`src/design/scpt_ram.sv`:
```
// ----------------------------------------------------------------------------
// scpt_ram
// generic single-port ram, one access a cycle (a write also reads the old word), registered read data
// ----------------------------------------------------------------------------
module scpt_ram #(
  parameter int WIDTH = 8,
  parameter int DEPTH = 32
) (
  input  logic                     clk_i,
  input  logic                     we_i,
  input  logic [$clog2(DEPTH)-1:0] addr_i,
  input  logic [WIDTH-1:0]         wdata_i,
  output logic [WIDTH-1:0]         rdata_o
);

  logic [WIDTH-1:0] mem [DEPTH];

  always_ff @(posedge clk_i) begin
    if (we_i) begin
      mem[addr_i] <= wdata_i;
    end
    rdata_o <= mem[addr_i];
  end

endmodule

```
`config.mk`:
```
export PLATFORM = sky130hd
export DESIGN_NAME = scpt_ram
export DESIGN_NICKNAME = d
export VERILOG_FILES = /design/src/design/scpt_ram.sv
export SDC_FILE = /design/constraint.sdc
export NUM_CORES = 1
export LEC_CHECK = 0
export ABC_AREA = 1
export BUFFER_PORTS_ARGS = -buffer_cell sky130_fd_sc_hd__buf_2
export CAP_MARGIN = 20
export CORE_ASPECT_RATIO = 0.8
export CORE_UTILIZATION = 55
export DETAILED_ROUTE_END_ITERATION = 12
export GPL_ROUTABILITY_DRIVEN = 0
export PLACE_DENSITY = 0.74
export SLEW_MARGIN = 10
export SYNTH_ARGS = -nofsm -noshare
export SYNTH_HDL_FRONTEND = slang
export SYNTH_SLANG_ARGS = --single-unit
```
`constraint.sdc`:
```
create_clock -name clk_i -period 1.5 [get_ports clk_i]
set_input_delay 0 -clock clk_i [delete_from_list [all_inputs] [get_ports clk_i]]
set_output_delay 0 -clock clk_i [all_outputs]
set_load 0.05 [all_outputs]
```
==> key figures <==
Drt
  – Routed vias: 7,361
  – # DRC: 0
  – Antenna-violating nets left: 0
  – Avg WL per Cell: 17.2 µm
  – Number of iterations in the first detailed-routing pass: 5
  – Initial detailed-routing violation count: 782
  – Total wirelength of the detailed-routed design: 24,300 µm
  – Vias per cell: 5.23

Finish
  – Most frequent cells in the layout: sky130_fd_sc_hd__nand2_1, sky130_fd_sc_hd__edfxtp_1, sky130_fd_sc_hd__buf_4
  – Nets: 1,149
  – Most common cell after layout, fill and taps aside: sky130_fd_sc_hd__nand2_1
  – Fraction of final layout cells sized beyond drive strength 1: 11.9%
  – Antenna diode count: 0
  – Area growth, synth to finish: 14.3%

Setup path
  – Category of the worst setup path launch point: register
  – Cells on worst reg2reg path: 8
  – FF-to-FF End: rdata_o[2]
  – Worst-case register-to-register setup slack: 0.27 ns
  – Kind of critical path: register to register
  – Req. time, crit path: 1.88 ns
  – CP Capture Type: register
  – Crit path max fanout: 1
  – Data arrival time of the worst path: 1.61 ns
  – Reg-to-reg startpoint: mem[28][2]

Timing
  – Post-Route Skew: 0.0282 ns
  – Fin crit share: 82.1%
  – Final Hold Slack: 0.0347 ns
  – Measured slew at the worst slew-check pin: 0.748 ns
  – Total negative slack for setup checks: 0 ns
  – Post-layout minimum cycle time: 1.23 ns
  – Final number of setup-violating endpoints: 0
  – Relative slew margins: 50.1%
  – RSZ-0062 raised after global routing: false
  – Max-slew violation count: 0
  – Final hold viol count: 0
  – Achievable Freq: 0.812 GHz

Clocking
  – CTS buffer count: 25
  – Clock slew at reported path FFs: 0.06 ns
  – Sink count of the clock tree: 264
  – Root Buffer: sky130_fd_sc_hd__clkbuf_16
  – Count of instances resized after the clock tree is built: 0
  – Maximum buffer depth of the clock tree: 3
  – Deepest level of the CTS H-tree: 1
  – Clock latency on the worst-skew pair: 0.53 ns
  – TritonCTS clock tree: yes

Min path
  – Worst Hold End: mem[25][3]
  – Startpoint of the worst hold path: addr_i[2]
  – Hold-critical path depth: 4
  – Type of the most critical hold path: primary input to register

Yosys
  – Cell variety after synth: 12
  – Area of the mapped netlist: 11,000 µm²
  – Cells after Synth: 1,063
  – Syn Area/Cell: 10.3 µm²
  – Net count after synthesis: 1,078
  – Warning count from the yosys run: 0
  – Sequential cell area fraction in the yosys report: 71.4%
  – #FFs+latches synth: 264

Pwr
  – Internal power component: 12.0 mW
  – Power Density: 1230 nW/µm²
  – Flop pwr share: 53.4%
  – Static power due to leakage: 5.32 nW
  – Switching part of the total: 21.9%
  – NetSw: 3.38 mW
  – Tot Pwr: 15.4 mW
  – Part of the total power dissipated in combinational logic: 7.0%
  – Clock share of power: 39.6%
  – Peak supply drop: 1.07 mV

Placement
  – Total of buffers placed on input and output ports: 22
  – DPL Wire Length: 15,100 µm

GRT
  – GRT Total Usage: 24.6%
  – Largest net degree at the start of global routing: 59
  – Leftover overflow at the end of global routing: 0
  – Global-route wire length before repair: 38,100 µm
  – Vias in the first global route: 6,959
  – Antenna violations before repair: 0

Floorplanning
  – Standard cell core area: 19,300 µm²
  – Number of ports placed on the die boundary: 23
  – Standard-cell row count: 45
  – Y dimension of the die: 128 µm
  – Die width: 160 µm
  – Die footprint: 20,600 µm²
  – Initial core utilization: 57.1%

Flow run
  – Count of max-cap constraint violations: 0

Status
  – Status: finished, final reports clean
==> metrics by stage <==
| stage | instances | utilization [%] | area (µm²) | worst slack [ns] |
|---|---|---|---|---|
| global placement | 1362 | 61.0 | 11800 | 0.0275 |
| floorplan | 1063 | - | 11000 | 0.0375 |
| CTS | 1408 | 65.3 | 12600 | 0.253 |
| global route | 1408 | 65.3 | 12600 | 0.177 |
| finish | 1408 | 65.3 | 12600 | 0.269 |
| detailed placement | 1362 | 61.0 | 11800 | -0.0434 |
==> what timing repair did <==
| action | in CTS | in global routing |
|---|---|---|
| hold buffers | 3 | 0 |
| setup buffers | 0 | 0 |
| hold endpoints to repair | 45 | 0 |
==> how the worst max path moves through the flow <==
stage / slack (ns) / start / cells after the start / endpoint
after floorplan: 0.04 / addr_i[2] / 5 / mem[28][0]
after global placement: 0.03 / addr_i[0] / 5 / mem[30][7]
after detailed placement: -0.04 / addr_i[0] / 5 / mem[22][0]
after CTS: 0.25 / mem[13][6] / 8 / rdata_o[6]
after global routing: 0.18 / mem[13][6] / 8 / rdata_o[6]
final: 0.27 / mem[28][2] / 8 / rdata_o[2]
==> cell type report <==
cell class	instances	area [µm²]
Clock inverter	7	82.6
Tap cell	258	323
Clock buffer	36	697
Timing Repair Buffer	90	731
Inverter	13	51.3
Sequential cell	264	7850
Fill cell	1525	6690
Multi-Input combinational cell	740	2830
==> critical path, cell delays in order (launching register included) <==
cell	delay, ns
sky130_fd_sc_hd__edfxtp_1	0.36
sky130_fd_sc_hd__nand2_1	0.07
sky130_fd_sc_hd__nand2_1	0.07
sky130_fd_sc_hd__nand2_1	0.09
sky130_fd_sc_hd__nand2_1	0.06
sky130_fd_sc_hd__nand2_1	0.06
sky130_fd_sc_hd__nand2_1	0.07
sky130_fd_sc_hd__nor2_1	0.18
sky130_fd_sc_hd__nand2_1	0.12
==> cell usage after synthesis <==
| cell type | number | area [µm²] |
|---|---|---|
| sky130_fd_sc_hd__buf_2 | 24 | 120 |
| sky130_fd_sc_hd__buf_4 | 13 | 97.6 |
| sky130_fd_sc_hd__buf_6 | 1 | 11.3 |
| sky130_fd_sc_hd__clkbuf_1 | 8 | 30.0 |
| sky130_fd_sc_hd__dfxtp_1 | 8 | 160 |
| sky130_fd_sc_hd__edfxtp_1 | 256 | 7690 |
| sky130_fd_sc_hd__inv_1 | 4 | 15.0 |
| sky130_fd_sc_hd__inv_2 | 9 | 33.8 |
| sky130_fd_sc_hd__nand2_1 | 680 | 2550 |
| sky130_fd_sc_hd__nand3_1 | 4 | 20.0 |
| sky130_fd_sc_hd__nor2_1 | 48 | 180 |
| sky130_fd_sc_hd__nor3_2 | 8 | 80.1 |
==> layer usage <==
metal  global-route usage (%)  vias up  share of wire [%]
met1                     37.4     3471                 46
met3                     3.32       45                6.7
met4                     6.67        0                2.6
met2                     37.5      272                 44
li1                         -     3573                  -
met5                        0        -                  0
==> power groups by stage <==
stage | registers (mW) | logic [mW] | clock network [mW]
after global placement | 8.39 | 1.05 | 0
after detailed placement | 8.39 | 1.07 | 0
after global routing | 8.24 | 1.19 | 6.41
final | 8.23 | 1.08 | 6.11
after floorplan | 8.49 | 0.533 | 0
after CTS | 8.23 | 1.08 | 6.17
==> flip-flops by register name, summed over array words and instances, names as in the netlist <==
register and count:
mem 256, rdata_o 8
==> cells by family after synthesis <==
family                 after synthesis  synth area share (%)
buffers and inverters               59                  2.80
and+or+nand+nor                    740                  25.8
DFF                                264                  71.4
(Power assumes the default switching activity.)
