<file path="config.mk">
export PLATFORM = sky130hd
export DESIGN_NAME = scpt_mul
export DESIGN_NICKNAME = d
export VERILOG_FILES = /design/src/design/scpt_pkg.sv /design/src/design/scpt_mul.sv
export SDC_FILE = /design/constraint.sdc
export NUM_CORES = 2
export LEC_CHECK = 0
export BUFFER_PORTS_ARGS = -buffer_cell sky130_fd_sc_hd__buf_2
export CORE_MARGIN = 2
export CORE_UTILIZATION = 40
export DETAILED_ROUTE_END_ITERATION = 8
export REMOVE_ABC_BUFFERS = 1
export SYNTH_ARGS = -nofsm -noshare
export SYNTH_HDL_FRONTEND = slang
export SYNTH_SLANG_ARGS = --single-unit
</file>
<file path="constraint.sdc">
create_clock -name clk_i -period 6.34 [get_ports clk_i]
set_input_delay 0.634 -clock clk_i [delete_from_list [all_inputs] [get_ports clk_i]]
set_output_delay 0.634 -clock clk_i [all_outputs]
set_load 0.01 [all_outputs]
</file>
<file path="src/design/scpt_pkg.sv">
// ----------------------------------------------------------------------------
// scpt_pkg
// shared sizes for the sphere / convex polygon test: vertex store geometry,
// fixed-point field widths and the digit-serial multiplier layout
// ----------------------------------------------------------------------------
package scpt_pkg;

  // vertex store
  localparam int MAX_VERTICES = 32;
  localparam int VIDX_W       = $clog2(MAX_VERTICES);
  localparam int CNT_W        = $clog2(MAX_VERTICES + 1);

  // field widths
  localparam int COORD_W = 24;
  localparam int NORM_W  = 16;
  localparam int RSQ_W   = 48;
  localparam int VERT_W  = 3 * COORD_W;

  // shared multiplier: unsigned MUL_W x MUL_W, one DIGIT_W digit of b a cycle
  localparam int MUL_W     = 88;
  localparam int DIGIT_W   = 16;
  localparam int MUL_STEPS = (MUL_W + DIGIT_W - 1) / DIGIT_W;
  localparam int MUL_BW    = MUL_STEPS * DIGIT_W;
  localparam int PROD_W    = MUL_W + MUL_BW;
  localparam int STEP_W    = $clog2(MUL_STEPS);

endpackage

</file>
<file path="src/design/scpt_mul.sv">
// ----------------------------------------------------------------------------
// scpt_mul
// digit-serial unsigned multiplier, one 16-bit digit of b per cycle,
// product accumulated from the top and shifted right each step
// ----------------------------------------------------------------------------
module scpt_mul (
  input  logic                          clk_i,
  input  logic                          rst_ni,
  input  logic                          start_i,
  input  logic [scpt_pkg::MUL_W-1:0]    a_i,
  input  logic [scpt_pkg::MUL_W-1:0]    b_i,
  output logic                          busy_o,
  output logic                          done_o,
  output logic [scpt_pkg::PROD_W-1:0]   prod_o
);

  localparam int SUM_W = scpt_pkg::MUL_W + scpt_pkg::DIGIT_W;

  logic [scpt_pkg::MUL_W-1:0]  a_q;
  logic [scpt_pkg::MUL_BW-1:0] b_q;
  logic [scpt_pkg::PROD_W-1:0] acc_q;
  logic [scpt_pkg::STEP_W-1:0] step_q;
  logic                        busy_q;
  logic                        done_q;
  logic [SUM_W-1:0]            sum;
  logic                        last_step;

  assign sum = SUM_W'(acc_q[scpt_pkg::PROD_W-1:scpt_pkg::MUL_BW])
             + SUM_W'(a_q) * SUM_W'(b_q[scpt_pkg::DIGIT_W-1:0]);

  assign last_step = (step_q == scpt_pkg::STEP_W'(scpt_pkg::MUL_STEPS - 1));

  always_ff @(posedge clk_i or negedge rst_ni) begin
    if (!rst_ni) begin
      a_q    <= '0;
      b_q    <= '0;
      acc_q  <= '0;
      step_q <= '0;
      busy_q <= 1'b0;
      done_q <= 1'b0;
    end else begin
      done_q <= !start_i && busy_q && last_step;
      if (start_i) begin
        a_q    <= a_i;
        b_q    <= scpt_pkg::MUL_BW'(b_i);
        acc_q  <= '0;
        step_q <= '0;
        busy_q <= 1'b1;
      end else if (busy_q) begin
        acc_q  <= {sum, acc_q[scpt_pkg::MUL_BW-1:scpt_pkg::DIGIT_W]};
        b_q    <= b_q >> scpt_pkg::DIGIT_W;
        step_q <= step_q + 1'b1;
        if (last_step) begin
          busy_q <= 1'b0;
        end
      end
    end
  end

  assign busy_o = busy_q;
  assign done_o = done_q;
  assign prod_o = acc_q;

endmodule

</file>
==> tab_implementation.tex <==
\begin{tabular}{lr}
\hline
Metric & Value \\
\hline
\multicolumn{2}{l}{\textbf{Hold path}} \\
HP Class & primary input to register \\
\multicolumn{2}{l}{\textbf{Route}} \\
Mean routed wirelength per cell & 20.68 µm \\
Total length of routed wires & 202.6 mm \\
Detailed Routing Iterations Pass 1 & 6 \\
Ratio of routed vias to standard cells & 5.024 \\
Final antenna-violating net count & 0 \\
Final routed DRC violation total & 0 \\
Vias & 49.23k \\
Drt initial violations & 3084 \\
\multicolumn{2}{l}{\textbf{Placed design}} \\
Number of port buffers & 364 \\
Detail Placement HPWL & 159.9 mm \\
RD Place Congestion & 0.9567 \\
Pre-CTS setup slack & -1.091 ns \\
\multicolumn{2}{l}{\textbf{Global route}} \\
Vias in the first global route & 53.49k \\
Leftover overflow at the end of global routing & 0 \\
Wire length of the first global-routing pass & 309.9 mm \\
Met1 Track Usage GR & 0.3383 \\
Global router's overall resource usage & 0.2575 \\
Largest net degree at the start of global routing & 203 \\
Grt met3 use & 0.05190 \\
GRT Max-Usage Layer & met2 \\
GRT met2 Usage & 0.4270 \\
Number of antenna violations at the first check in global routing & 10 \\
\multicolumn{2}{l}{\textbf{Floorplan}} \\
Height of the chip & 394.4 µm \\
Initial Utilization & 0.4018 \\
Number of top-level pins & 365 \\
Full die area & 0.1555 mm² \\
Number of placement rows & 143 \\
Die W & 394.4 µm \\
Placeable core area & 0.1517 mm² \\
\multicolumn{2}{l}{\textbf{STA}} \\
Tightest slew margin relative to the limit & 0.06710 \\
Highest clock rate & 140.3 MHz \\
Minimum period implied by the final worst setup slack & 7.126 ns \\
Post-Route Setup TNS & -36.71 ns \\
Setup violation total in the final timing report & 81 \\
Worst clock skew & 0.05399 ns \\
Actual slew at the worst max-slew pin & 1.385 ns \\
Final period util & 1.124 \\
Pins over their slew limit & 0 \\
Fin Hold WS & 0.1604 ns \\
Post-layout worst setup margin & -0.7858 ns \\
Setup repair after global routing missed its margin & true \\
Number of endpoints with negative hold slack in the final report & 0 \\
\multicolumn{2}{l}{\textbf{Setup path}} \\
Type of element launching the critical path & register \\
Critical Path RT & 6.91 ns \\
Crit Path Category & register to register \\
Kind of cell adding the most delay to the critical path & adder cells \\
Worst setup EP type & register \\
Maximum fanout along the worst path & 7 \\
Buf+Inv Stages, Crit Path & 7 \\
Most frequent cell on the critical path & fa\_1 \\
Critical Path Slowest Stage Cell & dfrtp\_4 \\
Worst stage delay on the critical path & 0.58 ns \\
Worst path arrival time & 7.69 ns \\
\multicolumn{2}{l}{\textbf{CTS}} \\
Depth of the CTS H-tree & 2 \\
Clock Path Buffers & 3 \\
Clock tree from TritonCTS & yes \\
Clock sink count & 365 \\
Clock latency on the worst-skew pair & 0.70 ns \\
Clock slew seen by the registers of the worst setup and hold paths & 0.07 ns \\
CTS Buf Count & 49 \\
Root buffer cell & clkbuf\_16 \\
\multicolumn{2}{l}{\textbf{Yosys}} \\
Post-synth design cell area & 0.06096 mm² \\
Share of synthesized area occupied by flip-flops and latches & 0.1498 \\
Fraction of registers with async set or reset after synthesis & 1.000 \\
Post-Syn Instances & 6818 \\
Avg Cell Area, Syn & 8.942 µm² \\
Post-synthesis cell type count & 71 \\
Yosys warnings & 0 \\
Register bit total from synthesis & 365 \\
Post-synth EDFFs & 0 \\
Primary FF master, synth & dfrtp\_1 \\
\multicolumn{2}{l}{\textbf{Status}} \\
Failing checks & setup timing \\
Result of the run & complete, but fails checks \\
\multicolumn{2}{l}{\textbf{Flow run}} \\
Number of maximum-capacitance violations & 0 \\
\multicolumn{2}{l}{\textbf{Final layout}} \\
Final nets & 9376 \\
Post-synthesis to final-layout area growth & 25.30\% \\
Ratio of cells with drive above 1 in the final layout & 0.2333 \\
\hline
\end{tabular}
==> cell usage after synthesis (3+ instances only) <==
library cell	n	area, µm²
buf_2	9	45.04
nor4_1	4	25.02
a21o_1	55	412.9
nand2b_1	25	156.4
nand2_1	1218	4572
and2_1	395	2471
o21ai_1	4	20.02
mux2_2	90	1013
a211oi_1	12	90.09
nor2_1	213	799.5
o31ai_1	7	52.55
nor3_1	21	105.1
o211ai_1	10	75.07
ha_1	180	2252
and4_1	4	35.03
xnor2_1	59	516.8
a211o_1	3	26.28
o22ai_1	37	231.5
mux2i_1	193	1932
a21oi_1	169	845.8
o221ai_1	3	26.28
nor2b_1	11	68.82
dfrtp_1	365	9134
fa_1	1290	25820
o21a_1	19	142.6
buf_1	16	60.06
and3_1	4	25.02
or3_1	4	25.02
nand3_1	20	100.1
a31oi_1	14	87.58
o21ai_0	171	855.8
a221oi_1	4	35.03
inv_1	1694	6359
xor2_1	34	297.8
clkbuf_1	345	1295
a21boi_0	5	37.54
o21bai_1	27	202.7
nand4_1	38	237.7
or2_2	4	25.02
==> sequential cells by signal, summed over array words and instances, names as in the netlist <==
name,flops
a_q,88
step_q,3
prod_o,184
done_o,1
busy_o,1
b_q,88
==> cell usage in the layout (no fill, tap or decap), types with 24 or more instances in the layout <==
| master | instances |
|---|---|
| a21o_1 | 54 |
| a21oi_1 | 106 |
| a21oi_2 | 38 |
| a21oi_4 | 26 |
| and2_1 | 375 |
| buf_12 | 77 |
| buf_2 | 362 |
| buf_4 | 687 |
| buf_6 | 69 |
| clkbuf_16 | 61 |
| dfrtp_1 | 343 |
| fa_1 | 1250 |
| fa_2 | 40 |
| ha_1 | 147 |
| ha_4 | 33 |
| inv_1 | 1656 |
| inv_2 | 37 |
| mux2_2 | 89 |
| mux2i_1 | 193 |
| nand2_1 | 1195 |
| nand4_1 | 38 |
| nor2_1 | 195 |
| o21ai_0 | 135 |
| o22ai_1 | 35 |
| xnor2_2 | 24 |
==> what timing repair did <==
action                                  in CTS  in global routing
hold buffers                                 1                  0
gates resized for setup                    262                358
endpoints found under the setup margin      81                 86
gates cloned                                 5                 12
pin swaps                                   68                238
buffers inserted                            45                 65
endpoints found under the hold margin        2                  0
==> layer usage <==
| metal | up-vias | wire, µm |
|---|---|---|
| li1 | 21727 | - |
| met1 | 25322 | 82140 |
| met2 | 1770 | 95750 |
| met3 | 402 | 15750 |
| met4 | 10 | 8941 |
| met5 | - | 63 |
==> path summary, 6_finish.rpt <==
kind	cells past startpoint	slack, ns	from	end
setup / recovery	26	-0.79	b_q[14]	prod_o[179]
hold / removal	2	0.16	a_i[54]	a_q[54]
setup reg to reg	26	-0.79	b_q[14]	prod_o[179]
hold reg to reg	2	0.51	prod_o[9]	prod_o[9]
max in group asynchronous	3	4.28	rst_ni	b_q[2]
min in group asynchronous	2	0.61	rst_ni	a_q[4]
==> worst reg2reg max path: stages (launching register included) <==
cell       delay (ns)
dfrtp_4          0.58
buf_6            0.19
clkbuf_16        0.17
and2_1           0.16
fa_1             0.53
fa_1             0.45
fa_1             0.55
fa_1             0.45
fa_1             0.49
inv_1            0.06
fa_1             0.49
inv_1            0.05
ha_1             0.30
buf_4            0.18
a21oi_4          0.14
o21ai_1          0.11
a211oi_2         0.37
a221oi_2         0.14
nor3_2           0.22
o21a_1           0.26
buf_4            0.16
a31oi_4          0.11
a21oi_2          0.17
buf_6            0.17
o21ai_1          0.10
xnor2_1          0.26
o22ai_1          0.14
==> cell type report <==
| class | count | area [µm²] |
|---|---|---|
| diodes | 3 | 7.507 |
| clock buffers | 67 | 1404 |
| clock inverters | 23 | 317.8 |
| fillers | 14173 | 75340 |
| inverters | 1694 | 6361 |
| multi-input cells | 4389 | 46550 |
| flip-flops and latches | 365 | 9189 |
| well taps | 2030 | 2540 |
| repair buffers | 1228 | 10020 |
==> through the flow <==
step,utilization,area (µm²),instances
after floorplan,-,59560,6448
final,0.5034,76390,9799
after global placement,0.4661,70720,9620
after global routing,0.5034,76380,9798
after detailed placement,0.4661,70720,9620
after CTS,0.4886,74140,9760
==> cell families after synthesis <==
logic type                 count (synthesis)  share of synthesized area
xor gates and xnor gates                  93                    0.01336
buffers and inverters                   2064                     0.1273
and+or+nand+nor                         1969                     0.1432
adders and majority gates               1470                     0.4606
AOI/OAI and AO/OA                        574                    0.05753
muxes                                    283                    0.04831
DFF                                      365                     0.1498
Power is not shown: default switching activity piles up to over one toggle a cycle in this logic, so the estimate is an artifact.
